**src/rtl/spc_pkg.sv**
```systemverilog
`timescale 1ns / 1ps
`default_nettype none
// ----------------------------------------------------------------------------
// spc_pkg: shared types for the semiprime counter
// Payload widths and the command/status bundles between controller and datapath.
// ----------------------------------------------------------------------------
package spc_pkg;

    localparam int IN_W  = 17;
    localparam int OUT_W = 17;

    typedef struct packed {
        logic start;      // load bound, top, clear index and sum
        logic clr_wr;     // flag clear sweep write, index++
        logic p_init;     // outer prime = 2
        logic p_inc;      // outer prime++
        logic sq_flag;    // square outer prime, read its flag
        logic q_load;     // multiple = p*p
        logic q_step;     // strike multiple, multiple += p
        logic pack_init;  // index = 2, list count = 0, i = 0
        logic pack_rd;    // read flag at index
        logic pack_chk;   // append index if prime, index++
        logic list_rd_i;  // read list entry i
        logic sq_list;    // latch list prime, square it
        logic div_start;  // start (bound-1)/p, open search window
        logic div_step;   // one quotient bit
        logic bs_rd;      // latch mid, read list at mid
        logic bs_upd;     // narrow search window
        logic acc;        // add count, i++
        logic out_load;   // load result register
    } spc_cmd_t;

    typedef struct packed {
        logic short_bound;
        logic idx_at_top;
        logic psq_gt_top;
        logic flag_bit;
        logic q_gt_top;
        logic top_lt2;
        logic i_end;
        logic psq_ge_bound;
        logic div_done;
        logic bs_go;
        logic out_free;
    } spc_sts_t;

endpackage
`default_nettype wire

```
**src/rtl/spc_ctrl.sv**
```systemverilog
`timescale 1ns / 1ps
`default_nettype none
// ----------------------------------------------------------------------------
// spc_ctrl: semiprime counter controller
// Sequences flag clear, sieve, list pack, and per-prime divide and search.
// ----------------------------------------------------------------------------
module spc_ctrl (
    input  wire logic          clk,
    input  wire logic          rst_n,
    input  wire logic          req_valid,
    output logic               idle,
    output spc_pkg::spc_cmd_t  cmd,
    input  spc_pkg::spc_sts_t  sts
);
    import spc_pkg::*;

    localparam logic [3:0] S_IDLE   = 4'd0;
    localparam logic [3:0] S_CLEAR  = 4'd1;
    localparam logic [3:0] S_OUTER  = 4'd2;
    localparam logic [3:0] S_OCHK   = 4'd3;
    localparam logic [3:0] S_INNER  = 4'd4;
    localparam logic [3:0] S_PACK   = 4'd5;
    localparam logic [3:0] S_PACKW  = 4'd6;
    localparam logic [3:0] S_CNT    = 4'd7;
    localparam logic [3:0] S_PRD    = 4'd8;
    localparam logic [3:0] S_PCHK   = 4'd9;
    localparam logic [3:0] S_DIV    = 4'd10;
    localparam logic [3:0] S_BS     = 4'd11;
    localparam logic [3:0] S_BSW    = 4'd12;
    localparam logic [3:0] S_FINISH = 4'd13;

    logic [3:0] state_reg;
    logic [3:0] state_next;

    assign idle = (state_reg == S_IDLE);

    always_ff @(posedge clk or negedge rst_n)
    begin
        if (!rst_n)
        begin
            state_reg <= S_IDLE;
        end
        else
        begin
            state_reg <= state_next;
        end
    end

    always_comb
    begin
        state_next = state_reg;
        cmd        = '0;
        unique case (state_reg)
            S_IDLE:
            begin
                if (req_valid)
                begin
                    cmd.start  = 1'b1;
                    state_next = sts.short_bound ? S_FINISH : S_CLEAR;
                end
            end
            S_CLEAR:
            begin
                cmd.clr_wr = 1'b1;
                if (sts.idx_at_top)
                begin
                    cmd.p_init = 1'b1;
                    state_next = S_OUTER;
                end
            end
            S_OUTER:
            begin
                cmd.sq_flag = 1'b1;
                state_next  = S_OCHK;
            end
            S_OCHK:
            begin
                if (sts.psq_gt_top)
                begin
                    cmd.pack_init = 1'b1;
                    state_next    = sts.top_lt2 ? S_CNT : S_PACK;
                end
                else if (sts.flag_bit)
                begin
                    cmd.q_load = 1'b1;
                    state_next = S_INNER;
                end
                else
                begin
                    cmd.p_inc  = 1'b1;
                    state_next = S_OUTER;
                end
            end
            S_INNER:
            begin
                if (sts.q_gt_top)
                begin
                    cmd.p_inc  = 1'b1;
                    state_next = S_OUTER;
                end
                else
                begin
                    cmd.q_step = 1'b1;
                end
            end
            S_PACK:
            begin
                cmd.pack_rd = 1'b1;
                state_next  = S_PACKW;
            end
            S_PACKW:
            begin
                cmd.pack_chk = 1'b1;
                state_next   = sts.idx_at_top ? S_CNT : S_PACK;
            end
            S_CNT:
            begin
                if (sts.i_end)
                begin
                    state_next = S_FINISH;
                end
                else
                begin
                    cmd.list_rd_i = 1'b1;
                    state_next    = S_PRD;
                end
            end
            S_PRD:
            begin
                cmd.sq_list = 1'b1;
                state_next  = S_PCHK;
            end
            S_PCHK:
            begin
                if (sts.psq_ge_bound)
                begin
                    state_next = S_FINISH;
                end
                else
                begin
                    cmd.div_start = 1'b1;
                    state_next    = S_DIV;
                end
            end
            S_DIV:
            begin
                if (sts.div_done)
                begin
                    state_next = S_BS;
                end
                else
                begin
                    cmd.div_step = 1'b1;
                end
            end
            S_BS:
            begin
                if (sts.bs_go)
                begin
                    cmd.bs_rd  = 1'b1;
                    state_next = S_BSW;
                end
                else
                begin
                    cmd.acc    = 1'b1;
                    state_next = S_CNT;
                end
            end
            S_BSW:
            begin
                cmd.bs_upd = 1'b1;
                state_next = S_BS;
            end
            S_FINISH:
            begin
                if (sts.out_free)
                begin
                    cmd.out_load = 1'b1;
                    state_next   = S_IDLE;
                end
            end
            default:
            begin
                state_next = S_IDLE;
            end
        endcase
    end

endmodule
`default_nettype wire

```
**config.mk**
```make
export PLATFORM = sky130hd
export DESIGN_NAME = spc_ctrl
export DESIGN_NICKNAME = d
export VERILOG_FILES = /design/src/rtl/spc_pkg.sv /design/src/rtl/spc_ctrl.sv
export SDC_FILE = /design/constraint.sdc
export NUM_CORES = 1
export LEC_CHECK = 0
export ABC_AREA = 1
export BUFFER_PORTS_ARGS = -buffer_cell sky130_fd_sc_hd__buf_2
export CORE_MARGIN = 3
export CORE_UTILIZATION = 43
export CTS_CLUSTER_SIZE = 28
export DETAILED_ROUTE_END_ITERATION = 7
export PLACE_DENSITY = 0.8
export SETUP_SLACK_MARGIN = 0.1
export SYNTH_ARGS = -nofsm -noshare
export SYNTH_HDL_FRONTEND = slang
export SYNTH_SLANG_ARGS = --single-unit
```
**constraint.sdc**
```tcl
create_clock -name clk -period 1.68 [get_ports clk]
set_input_delay 0.084 -clock clk [delete_from_list [all_inputs] [get_ports clk]]
set_output_delay 0.084 -clock clk [all_outputs]
set_load 0.05 [all_outputs]
```
# Word level (Yosys, flattened, before mapping)
# Index checks and enable logic that the tools add are counted.
[totals] mem_count=0 inputBits=14 ramBits=0 regBits=4 latch_bits=0 output_inout_bits=19 mem_bits_ro=0
[classes] n_mux=46 eq_ne=18 addsub=0 magnitude_cmp=0 multipliers=0 bitwise=0 reduce_logical=2 div_mod_pow=0 n_shift=0
[op_table] operator="4-bit one-hot mux with 14 select lines" count=1
[op_table] operator="4-bit two-way mux" count=8
[op_table] operator="1-bit two-way mux" count=30
[op_table] operator="4-bit equality test, second input constant" count=6
[op_table] operator="4-bit by 3-bit equality test with 1-bit output, second input constant" count=4
[op_table] operator="2-bit != test, second input constant" count=5
[op_table] operator="3-bit two-way mux" count=3
[op_table] operator="4-bit by 2-bit equality test with 1-bit output, second input constant" count=2
[op_table] operator="2-bit two-way mux" count=3
[op_table] operator="5-bit AND reduction" count=1
[op_table] operator="4-bit by 1-bit equality test with 1-bit output, second input constant" count=1
[op_table] operator="4-bit logical NOT" count=1
[op_table] operator="1-bit one-hot mux with 2 select lines" count=1

# Depth between registers and ports, before layout
# Gate-level depths: netlist of run 1.
[depth] depth_word=3 mapped_depth=11 mapped_depth_nobuf=10

# Worst setup path after synthesis of run 1
# No wires, ideal clock.
[synth_path] path_type="flip-flop to flip-flop" startpoint="reg state_reg[1]" endpoint="reg state_reg[1]" t_arrival_ps=2031 slack_ps=-417 path_stages_with_launch=8 period_less_slack_ps=2097 required_time_ps=1614 path_cell_list="dfrtp_1 inv_2 nand2_4 nor3_1 nor2_1 nand3_2 nand2_1 nand2_1"
[synth_between] elab_chain_len=3 elab_cells_between_ends=21 classes_between="18 x eq/ne; 1 x mux; 2 x reduce/logical"
[synth_rtl] item="start: declaration" line="spc_ctrl.sv:32" text="logic [3:0] state_reg;"
[synth_rtl] item="start signal: assignment" line="spc_ctrl.sv:45" text="state_reg <= state_next;"
[synth_rtl] item="4-bit by 1-bit equality test with 1-bit output (tied with other cells)" line="spc_ctrl.sv:53" text="unique case (state_reg)"
[synth_rtl] item="2-bit != test (no source line)"
[synth_rtl] item="5-bit AND reduction (no source line)"
# Several ways; a longest one is shown, not always the timed one.
# A chain may end at the register's enable or synchronous reset.

==> results of run 1 <==
-- kinds of logic (layout without fill, tap and decap cells) --
group,count (synthesis),count (layout),share of synthesized area (%)
AND/OR/NAND/NOR,71,71,59.0
buffers and inverters,26,61,16.8
AO/OA/AOI/OAI,8,8,7.66
flip-flops,4,4,16.6
-- power breakdown --
part | switching, mW | internal, mW
combinational | 0.907 | 0.344
clock | 0.0347 | 0.0796
sequential | 0.110 | 0.155
-- area by class of cell --
cell class                      count  area share, %
Multi-Input combinational cell     79           51.5
Timing Repair Buffer               33           20.8
Sequential cell                     4           12.1
Inverter                           25           11.0
Clock buffer                        3           2.63
Tap cell                           14           2.05
-- metal layers --
metal	part of all wire [%]	global-route usage, %
met5	0	0
met4	1.1	3.61
met3	8.7	1.24
met2	48	33.3
met1	42	27.0
-- timing repair --
item	in CTS	in global routing
hold endpoints to repair	4	0
setup endpoints to repair	2	7
gates resized for setup	1	8
pin swaps	0	0
hold buffers	1	0
-- Yosys cell counts --
| cell type | count | area share [%] |
|---|---|---|
| sky130_fd_sc_hd__o211ai_1 | 1 | 1.2 |
| sky130_fd_sc_hd__nand3b_2 | 1 | 1.9 |
| sky130_fd_sc_hd__nand2_1 | 32 | 20 |
| sky130_fd_sc_hd__nor3_1 | 6 | 5.0 |
| sky130_fd_sc_hd__nor2_4 | 3 | 5.6 |
| sky130_fd_sc_hd__nand2_2 | 4 | 4.1 |
| sky130_fd_sc_hd__nor2_2 | 3 | 3.1 |
| sky130_fd_sc_hd__nand2_4 | 1 | 1.9 |
| sky130_fd_sc_hd__nand3_2 | 3 | 5.0 |
| sky130_fd_sc_hd__o21ai_1 | 1 | 0.83 |
| sky130_fd_sc_hd__nor2_1 | 12 | 7.5 |
| sky130_fd_sc_hd__inv_1 | 17 | 11 |
| sky130_fd_sc_hd__a21oi_1 | 2 | 1.7 |
| sky130_fd_sc_hd__nand3_1 | 5 | 4.1 |
| sky130_fd_sc_hd__o21ai_2 | 1 | 1.4 |
| sky130_fd_sc_hd__or2_2 | 1 | 1.0 |
| sky130_fd_sc_hd__o21ai_0 | 3 | 2.5 |
| sky130_fd_sc_hd__dfrtp_1 | 4 | 17 |
| sky130_fd_sc_hd__inv_2 | 8 | 5.0 |
| sky130_fd_sc_hd__buf_4 | 1 | 1.2 |
-- worst max path at each step --
stage | start | end | slack (ns) | cells after the start
2_1_floorplan | state_reg[2]$_DFFE_PN0P_ | state_reg[1]$_DFFE_PN0P_ | -0.08 | 7
3_3_place_gp | state_reg[0]$_DFFE_PN0P_ | state_reg[1]$_DFFE_PN0P_ | 0.25 | 9
3_5_place_dp | state_reg[0]$_DFFE_PN0P_ | state_reg[1]$_DFFE_PN0P_ | 0.23 | 9
4_1_cts | state_reg[2]$_DFFE_PN0P_ | cmd[10] | 0.11 | 6
5_1_grt | state_reg[3]$_DFFE_PN0P_ | cmd[7] | 0.1 | 6
6_report | state_reg[3]$_DFFE_PN0P_ | cmd[14] | 0.18 | 6
-- per-stage QoR --
step	total power, mW	utilization, %	setup TNS (ns)	worst slack (ns)	hold slack, ns
floorplan	1.24	-	-0.0828	-0.0828	-0.212
global placement	1.46	65.9	0	0.252	-0.112
detailed placement	1.48	65.9	0	0.231	-0.112
CTS	1.60	68.7	0	0.114	0.158
global route	1.78	70.4	0	0.0956	0.173
finish	1.63	70.4	0	0.175	0.159
-- worst max-delay path: stages, from the launching register on --
cell	delay [ns]
sky130_fd_sc_hd__dfrtp_1	0.43
sky130_fd_sc_hd__inv_2	0.14
sky130_fd_sc_hd__nand2_1	0.10
sky130_fd_sc_hd__inv_2	0.11
sky130_fd_sc_hd__nand3_1	0.11
sky130_fd_sc_hd__o21ai_1	0.10
sky130_fd_sc_hd__buf_4	0.21
==> run summary, run 1 <==
The tightest min-delay check is of the input port to register type. The weighted congestion at the end of routability-driven global placement came out at 0.920. The highest clock frequency the design can meet came out at 665 MHz.

The reported leakage power came out at 0.583 nW. The flop and latch count out of synthesis came out at 4. The shortest period the worst path allows came out at 1.50 ns. The number of global-route vias before repair is 682. Summed over all layers, the global routing overflow is 0. The first-pass iteration count of the detailed router is 4.

No sink is reached through more buffers than the 2 on the longest clock path. The die covers 1890 sq um. After technology mapping, the gate count stands at 109. The path with the worst hold slack has its endpoint at state_reg[1]$_DFFE_PN0P_. In the final layout, flip-flops and latches occupy 104 sq um.

TritonCTS built the clock tree. The slew of the pin with the lowest slew margin is 0.254 ns. The number of DRC violations after detailed-routing iteration 0 is 24. The number of setup buffers added after CTS came out at 0. For this block, the via count after detailed routing is 791.

The post-route non-filler standard cell count came out at 158. The clock insertion delay at the later pin of the skew report is 0.23 ns. The number of antenna repair diodes came out at 0. Once placement finished, the instance area stood at 802 sq um. The worst pin sits at a relative slew slack of 83.2%. The final hold violation count came out at 0. The row count is 12. The worst setup slack for register-to-register paths is 0.32 ns. The maximum fanout count along the critical path came out at 5. The floorplan step defined a core boundary enclosing 1220 sq um. The critical path launch point type is a register. Summing all multi-input logic gate instances after layout gives 440 sq um.

The pin count of the biggest net entering global routing is 9. The wire length reported by the detailed router is 1.71 mm. The root buffer cell chosen for the clock tree is sky130_fd_sc_hd__clkbuf_4. The post-layout net count is 160.

The worst register-to-register path begins at state_reg[3]$_DFFE_PN0P_. The hold path depth is 3. The most common cell after layout, fill and taps aside is sky130_fd_sc_hd__nand2_1.

The number of buffers created by CTS came out at 3. Across the run, the number of max-cap violations was 0. The average wire per standard cell is 10.8 um.

The total number of clock tree sinks is 4. In this run the count of I/O pins placed on the die edge is 33. The worst register-to-register path ends at state_reg[0]$_DFFE_PN0P_.

For the worst setup path, the data required time is 1.60 ns. The overall die height is 43.5 um. The count of nets left with antenna violations once routing finished came out at 0.

The die is 43.5 um wide. The depth of the CTS H-tree is 1. The average size of a mapped cell is 5.54 sq um.

STA classifies the critical path endpoint as a primary output. The post-route DRC violation count is 0. The post-synthesis sequential area ratio is 16.6%. The maximum vdd ir drop is 1.00 mV. The initial core utilization is 49.7%.

The register with the most flip-flops in the layout has 4 of them. The global-route wire length before repair is 2.91 mm. The worst clock skew is 0.00323 ns.

The global-route usage over all layers is 19.5%. The areal power density over the cells came out at 1900 nW/um^2. The length in cells of the worst reg-to-reg path is 8. The number of filler instances in the final layout came out at 120. After clock tree synthesis, the clock-pin slew on the worst setup and hold paths is 0.04 ns. The number of pins with negative max-slew slack in the final report came to 0. Setup repair after global routing could not meet its margin everywhere. The combined area of all synthesized cells is 604 sq um. The top cell types in the final layout, fill and taps aside, are 32 x sky130_fd_sc_hd__nand2_1, 29 x sky130_fd_sc_hd__buf_2, 17 x sky130_fd_sc_hd__inv_1, 11 x sky130_fd_sc_hd__nor2_1, 8 x sky130_fd_sc_hd__inv_2. The part of the cycle the worst path needs came out at 89.6%.

The run finished with clean final reports. The post-placement cell count is 154. Data on the critical path arrives at its endpoint at 1.42 ns. Synthesis instantiated 20 different standard cells from the library. The via density per instance is 5.01. The number of warnings reported in the yosys synthesis log came out at 0. The worst hold path begins at sts[2]. The worst setup path is of the register to primary output kind. The design area is 856 sq um. The count of port buffers added during placement is 32. The setup-violating endpoint count in the final report came out at 0. The area overhead of the layout relative to synthesis came out at 41.6%. The synthesized net count is 123.

The number of antenna violations at the first check in global routing came out at 0. The post-detailed-placement half-perimeter wirelength is 1.48 mm. The fraction of layout instances using a drive strength above 1 came out at 47.9%.
Power figures use the tool's default switching activity.
==> run 2: changes to the inputs <==
==> constraint.sdc (replaced) <==
create_clock -name clk -period 1.68 [get_ports clk]
set_input_delay 0.084 -clock clk [delete_from_list [all_inputs] [get_ports clk]]
set_output_delay 0.084 -clock clk [all_outputs]
set_load 0.02 [all_outputs]
==> run 2 against run 1 <==
Net effect:
- cell count unchanged
- clock skew increased by 0.0037 ns
- critical path depth decreased by 2
- worst setup slack better by 0.010 ns
- final area down 5.6%
- combinational power down 20%
- power down 16%
- non-clock buffer count did not move
- via count unchanged
- critical endpoint is now cmd[13]
- largest cell class unchanged
- highest routed layer unchanged
==> run summary, run 2 (synthesis gave the netlist of run 1 again) <==
The top cell types in the final layout, fill and taps aside, are 32 x sky130_fd_sc_hd__nand2_1, 32 x sky130_fd_sc_hd__buf_2, 17 x sky130_fd_sc_hd__inv_1, 12 x sky130_fd_sc_hd__nor2_1, 8 x sky130_fd_sc_hd__inv_2. The post-detailed-placement half-perimeter wirelength was 1.40 mm (-5.4%). The initial core utilization is 49.7% (unchanged). The average wire per standard cell came out at 10.7 um (-0.76%).

The number of max-cap violations came to 0 (unchanged). The area overhead of the layout relative to synthesis is 33.7%. The global-route usage over all layers is 19.4% (-0.084 points). The worst register-to-register path begins at state_reg[2]$_DFFE_PN0P_. The post-layout worst setup margin came out at 0.186 ns (+0.0103 ns). The clock-pin slew reported for the worst setup and hold paths after clock tree synthesis came out at 0.04 ns (about the same).

The count of port buffers added during placement was 32 (unchanged). The overall die height is 43.5 um (unchanged). The net switching power figure was 0.813 mW (-23%). The required time of the critical path came out at 1.60 ns (about the same). The first-pass iteration count of the detailed router is 4 (unchanged). The number of buffers created by CTS came out at 3 (unchanged).

The worst register-to-register path ends at state_reg[1]$_DFFE_PN0P_. The sequential power share is 18.4% (+2.1 points). The shortest period the worst path allows came to 1.49 ns (-0.0103 ns). The highest clock frequency the design can meet came to 669 MHz (+0.69%). The pin count of the biggest net entering global routing is 9 (unchanged).

The combinational fraction of design power is 72.9% (-3.8 points). The clock insertion delay at the later pin of the skew report was 0.24 ns (about the same). The number of antenna violations at the first check in global routing is 0 (unchanged). The relative max-transition margin is 79.3% (-3.8 points). The data arrival time of the worst path is 1.41 ns (about the same). The setup-violating endpoint count in the final report was 0 (unchanged). The library cell contributing the largest single delay on the critical path is sky130_fd_sc_hd__dfrtp_1. The worst setup slack for register-to-register paths is 0.29 ns (-0.03 ns). The slew of the pin with the lowest slew margin came to 0.310 ns (+0.0557 ns). The depth of the CTS H-tree is 1 (unchanged).

For hold timing, the worst endpoint is state_reg[1]$_DFFE_PN0P_. The post-route DRC violation count came out at 0 (unchanged). The internal power consumption is 0.554 mW (-4.3%). The path class of the tightest hold or removal check is input port to register. The tree is rooted in a sky130_fd_sc_hd__clkbuf_4. The global-route wire length before repair came out at 2.76 mm (-5.2%).

The wire length reported by the detailed router came to 1.69 mm (-0.76%). The final hold violation count came to 0 (unchanged). The number of pins with negative max-slew slack in the final report came out at 0 (unchanged).

The total number of clock tree sinks came out at 4 (unchanged). The wire length on met3 came out at 140 um (-6.0%). Grouping stages by cell kind, the critical path spends the most delay in flip-flops. The fraction of layout instances using a drive strength above 1 came out at 42.4% (-5.6 points). Traced cell by cell, the critical path runs through nor2_2 > inv_2 > nor2_1 > buf_2. The multi-input gate area in the final layout was 403 sq um (-8.5%). The routed metal-1 wirelength was 723 um (+1.5%). The detailed router used layers up to and including met4. The post-placement cell count is 154 (unchanged). The flow ran to the end, and the final reports show no timing, DRC or antenna violations. The maximum fanout count along the critical path came out at 7 (+2). The sequential cell area in the final layout is 101 sq um (-2.4%). The buffers plus inverters on the worst setup path came out at 2 (-1). The length in cells of the worst reg-to-reg path is 7 (-1). The fraction of power spent switching nets came out at 59.5% (-5.0 points). The total power after layout came out at 1.37 mW (-16%). Setup repair after global routing left no endpoint under its margin. The weighted congestion at the end of routability-driven global placement is 0.910 (-1.1%).

The flip-flop count of the largest register, all copies and words added came out at 4 (unchanged). The number of antenna repair diodes came out at 0 (unchanged). The category of the critical setup timing path is register to primary output. The maximum vdd ir drop is 0.794 mV (-21%). The largest buffer count on any clock path came to 2 (unchanged).

The post-route non-filler standard cell count came out at 158 (unchanged). The number of filler instances in the final layout came out at 115 (-4.2%). The element type at the critical path end is a primary output.

The hold path depth is 3 (unchanged). The worst clock skew is 0.00691 ns (+0.00368 ns). The reported leakage power is 0.580 nW (-0.42%). The part of the cycle the worst path needs came out at 89.0% (-0.61 points).

The die outline area came out at 1890 sq um (unchanged). The launch point of the worst hold path is sts[2]. The number of DRC violations after detailed-routing iteration 0 came out at 13 (-46%).

The worst hold slack across all endpoints came out at 0.149 ns (-0.0100 ns). The post-layout net count came to 160 (unchanged). The clock power share is 8.7% (+1.7 points). The total grt overflow came out at 0 (unchanged). The count of nets left with antenna violations after detail routing is 0 (unchanged). The top-level I/O count came out at 33 (unchanged).

The area of the core region came out at 1220 sq um (unchanged). The number of global-route vias before repair came out at 706 (+3.5%). The total met2 wirelength after detailed routing came out at 792 um (-4.1%). The via count came to 791 (unchanged). The areal power density over the cells is 1690 nW/um^2 (-11%). The pre-CTS setup slack came out at 0.263 ns (+0.0325 ns).

The accumulated negative setup slack came out at 0 ns (unchanged). STA classifies the critical path startpoint as a register. The worst stage delay on the critical path came out at 0.46 ns (+0.03 ns). The row count is 12 (unchanged). The via density per instance came out at 5.01 (unchanged).

The width of the die came out at 43.5 um (unchanged). TritonCTS built the clock tree.
-- run 2: changes by cell type in the layout (fill, tap and decap cells not counted), moves of 2 or more --
cell | before | now
sky130_fd_sc_hd__nor2_4 | 5 | 3
sky130_fd_sc_hd__dfrtp_1 | 1 | 3
sky130_fd_sc_hd__nor3_2 | 5 | 0
sky130_fd_sc_hd__nor3_1 | 1 | 6
sky130_fd_sc_hd__buf_2 | 29 | 32
sky130_fd_sc_hd__clkbuf_4 | 5 | 3
sky130_fd_sc_hd__dfrtp_2 | 3 | 1
-- run 2: repair_timing --
action,CTS,global route
hold buffers,1,0
buffers inserted,0,0
hold endpoints to repair,4,0
endpoints found under the setup margin,0,2
resized for setup,0,1
-- run 2: layout make-up --
| class | instances | area share [%] |
|---|---|---|
| clock buffers | 3 | 2.79 |
| inverters | 25 | 11.6 |
| multi-input cells | 79 | 49.8 |
| well taps | 14 | 2.17 |
| repair buffers | 33 | 21.1 |
| flip-flops and latches | 4 | 12.5 |
-- run 2: per-layer routing --
layer	up-vias	global-route usage, %
met5	-	0
met4	0	9.04
met3	9	3.73
met2	38	33.6
met1	342	22.8
li1	402	-
-- run 2: how the worst max path moves through the flow --
stage | cells after the start | to | startpoint
detailed placement | 9 | state_reg[1]$_DFFE_PN0P_ | state_reg[0]$_DFFE_PN0P_
global placement | 9 | state_reg[1]$_DFFE_PN0P_ | state_reg[0]$_DFFE_PN0P_
floorplan | 7 | state_reg[1]$_DFFE_PN0P_ | state_reg[1]$_DFFE_PN0P_
CTS | 4 | cmd[1] | state_reg[2]$_DFFE_PN0P_
finish | 4 | cmd[13] | state_reg[2]$_DFFE_PN0P_
global route | 4 | cmd[1] | state_reg[2]$_DFFE_PN0P_
-- run 2: worst reg2reg max path, delay by kind of cell (launching register included) --
| family | cells | cell delay, ns |
|---|---|---|
| and+or+nand+nor | 7 | 0.86 |
| DFF | 1 | 0.46 |
-- run 2: metrics by stage --
step | area, sq um | util (%)
5_1_grt | 808 | 66.5
3_3_place_gp | 774 | 63.7
2_1_floorplan | 604 | -
3_5_place_dp | 774 | 63.7
6_report | 808 | 66.5
4_1_cts | 807 | 66.4
-- run 2: power groups by stage --
stage	Sequential, mW	Clock [mW]	Combinational [mW]
6_report	0.251	0.120	0.996
5_1_grt	0.256	0.133	1.11
4_1_cts	0.242	0.119	1.00
3_5_place_dp	0.243	0	0.991
3_3_place_gp	0.242	0	0.985
2_1_floorplan	0.198	0	0.808
==> run 3: changes to the inputs <==
--- a/config.mk
+++ b/config.mk
@@ -9,9 +9,11 @@
 export BUFFER_PORTS_ARGS = -buffer_cell sky130_fd_sc_hd__buf_2
 export CORE_MARGIN = 3
 export CORE_UTILIZATION = 43
+export CTS_CLUSTER_DIAMETER = 40
 export CTS_CLUSTER_SIZE = 28
 export DETAILED_ROUTE_END_ITERATION = 7
 export PLACE_DENSITY = 0.8
+export RECOVER_POWER = 100
 export SETUP_SLACK_MARGIN = 0.1
 export SYNTH_ARGS = -nofsm -noshare
 export SYNTH_HDL_FRONTEND = slang
==> run 3 against run 2 <==
Net effect:
- final area is 3.7% lower
- global-route usage is the same
- cell count did not move
- sequential share of layout area is 0.48 points higher
- wire length up 1.2%
- clock power about the same
- clock-buffer cell count unchanged
- register-to-register slack got worse by 0.07 ns
- worst hold slack worse by 0.012 ns
- combinational power shrank 3.8%
- critical path type unchanged
==> run summary, run 3 (synthesis gave the netlist of run 1 again) <==
The run finished with clean final reports. The clock insertion delay at the later pin of the skew report came to 0.24 ns (about the same). The post-detailed-placement half-perimeter wirelength is 1.40 mm (unchanged). The overall die height came out at 43.5 um (unchanged).

The final hold violation count is 0 (unchanged). The setup-violating endpoint count in the final report came out at 0 (unchanged). STA classifies the critical path endpoint as a primary output. The areal power density over the cells came to 1700 nW/um^2 (+0.64%). The initial core utilization was 49.7% (unchanged). The number of DRC violations after detailed-routing iteration 0 came to 13 (unchanged). The clock-pin slew reported for the worst setup and hold paths after clock tree synthesis came out at 0.04 ns (about the same). The via count is 783 (-1.0%). The number of pins with negative max-slew slack in the final report is 0 (unchanged). The shortest period the worst path allows is 1.56 ns (+0.0697 ns). The reported leakage power was 0.524 nW (-9.8%). The width of the die is 43.5 um (unchanged). The total number of clock tree sinks is 4 (unchanged). The count of nets left with antenna violations after detail routing came out at 0 (unchanged).

The via density per instance came out at 4.96 (-1.0%). The cell at the root of the clock tree is sky130_fd_sc_hd__clkbuf_4. The global-route wire length before repair was 2.76 mm (unchanged).

The design area is 778 sq um (-3.7%). The weighted congestion at the end of routability-driven global placement is 0.910 (unchanged). The number of antenna repair diodes is 0 (unchanged). The post-route DRC violation count came to 0 (unchanged).

The relative max-transition margin is 79.0% (-0.32 points). The number of max-cap violations is 0 (unchanged). The global-route usage over all layers is 19.4% (unchanged).

Leaving out fill and tap cells, the most frequent cells in the layout are 33 x sky130_fd_sc_hd__nand2_1, 19 x sky130_fd_sc_hd__inv_1, 18 x sky130_fd_sc_hd__buf_2, 13 x sky130_fd_sc_hd__nor2_1, 13 x sky130_fd_sc_hd__clkbuf_1. The area overhead of the layout relative to synthesis is 28.8%. The die outline area came out at 1890 sq um (unchanged). The required time of the critical path came out at 1.60 ns (about the same).

Setup repair after global routing left no endpoint under its margin. The area of the core region was 1220 sq um (unchanged). The part of the cycle the worst path needs came out at 93.1% (+4.1 points). The number of antenna violations at the first check in global routing came to 0 (unchanged). The maximum fanout count along the critical path is 7 (unchanged). The final standard cell utilization of the core came out at 64.0% (-2.5 points). The post-layout worst setup margin came out at 0.116 ns (-0.0697 ns). The path class of the tightest hold or removal check is input port to register.

The number of setup buffers added after CTS is 0 (unchanged). The maximum vdd ir drop is 0.781 mV (-1.7%). The count of port buffers added during placement is 32 (unchanged). The average wire per standard cell came out at 10.9 um (+1.2%).

The depth of the CTS H-tree was 1 (unchanged). The post-layout net count is 160 (unchanged). The accumulated negative setup slack came out at 0 ns (unchanged). The post-place instance area is 774 sq um (unchanged). The worst setup path is of the register to primary output kind. Leaving out fill and tap cells, the most frequent cell in the layout is sky130_fd_sc_hd__nand2_1. The number of global-route vias before repair came out at 706 (unchanged). The top-level I/O count is 33 (unchanged). The row count came out at 12 (unchanged).

The data arrival time of the worst path came out at 1.48 ns (+0.07 ns). STA classifies the critical path startpoint as a register. The flip-flop count of the largest register, all copies and words added is 4 (unchanged). The first-pass iteration count of the detailed router came out at 4 (unchanged). The pre-CTS setup slack came out at 0.263 ns (unchanged).

The slew of the pin with the lowest slew margin is 0.315 ns (+0.00479 ns). The largest buffer count on any clock path is 2 (unchanged). The highest clock frequency the design can meet is 639 MHz (-4.5%). The wire length reported by the detailed router is 1.72 mm (+1.2%).

The clock tree from TritonCTS is built. The number of buffers created by CTS is 3 (unchanged). The pin count of the biggest net entering global routing was 9 (unchanged).

The worst setup slack for register-to-register paths is 0.22 ns (-0.07 ns). The fraction of layout instances using a drive strength above 1 is 29.9% (-13 points). The total grt overflow is 0 (unchanged).

The worst clock skew was 0.00696 ns (+0.0000476 ns).
## run 3: cell count changes in the layout (fill, tap and decap cells not counted), moves of 2 or more
| cell | before | now |
|---|---|---|
| sky130_fd_sc_hd__clkbuf_1 | 0 | 13 |
| sky130_fd_sc_hd__inv_2 | 8 | 6 |
| sky130_fd_sc_hd__buf_2 | 32 | 18 |
| sky130_fd_sc_hd__inv_1 | 17 | 19 |
## run 3: layer usage
layer	wire length (um)	track usage [%]	vias up	part of all wire, %
met4	25	9.04	0	1.5
met2	811	33.6	37	47
met3	148	3.73	5	8.6
met1	730	22.8	341	43
li1	-	-	400	-
met5	0	0	-	0
## run 3: power breakdown
| group | total [mW] | switching (mW) | internal (mW) |
|---|---|---|---|
| registers | 0.248 | 0.0973 | 0.151 |
| logic | 0.958 | 0.663 | 0.295 |
| clock network | 0.119 | 0.0389 | 0.0798 |
| total | 1.32 | 0.799 | 0.526 |
## run 3: cell type report
cell class	count	area [sq um]
fillers	129	438
multi-input cells	79	389
repair buffers	33	154
flip-flops and latches	4	101
inverters	25	93.8
clock buffers	3	22.5
well taps	14	17.5
## run 3: metrics by stage
stage	power [mW]	std cells	hold slack, ns
after global placement	1.23	154	-0.110
final	1.32	158	0.137
after global routing	1.46	158	0.163
after floorplan	1.01	109	-0.212
after detailed placement	1.23	154	-0.110
after CTS	1.36	158	0.153
## run 3: critical path, stage by stage, from the launching register on
cell	delay, ns
sky130_fd_sc_hd__dfrtp_1	0.46
sky130_fd_sc_hd__nor2_2	0.26
sky130_fd_sc_hd__nand2_2	0.11
sky130_fd_sc_hd__o21ai_0	0.16
sky130_fd_sc_hd__clkbuf_1	0.25
## run 3: what timing repair did
item | in CTS | in global routing
endpoints found under the hold margin | 4 | 0
hold buffers | 1 | 0
setup endpoints to repair | 0 | 2
gates resized for setup | 0 | 1
## run 3: final timing paths
check,from,endpoint,cells after the start
worst max-delay path,state_reg[2]$_DFFE_PN0P_,cmd[14],4
worst min-delay path,sts[2],state_reg[1]$_DFFE_PN0P_,3
worst max register to register,state_reg[2]$_DFFE_PN0P_,state_reg[3]$_DFFE_PN0P_,6
worst min register to register,state_reg[0]$_DFFE_PN0P_,state_reg[0]$_DFFE_PN0P_,2
max in group asynchronous,rst_n,state_reg[0]$_DFFE_PN0P_,2
min in group asynchronous,rst_n,state_reg[2]$_DFFE_PN0P_,2
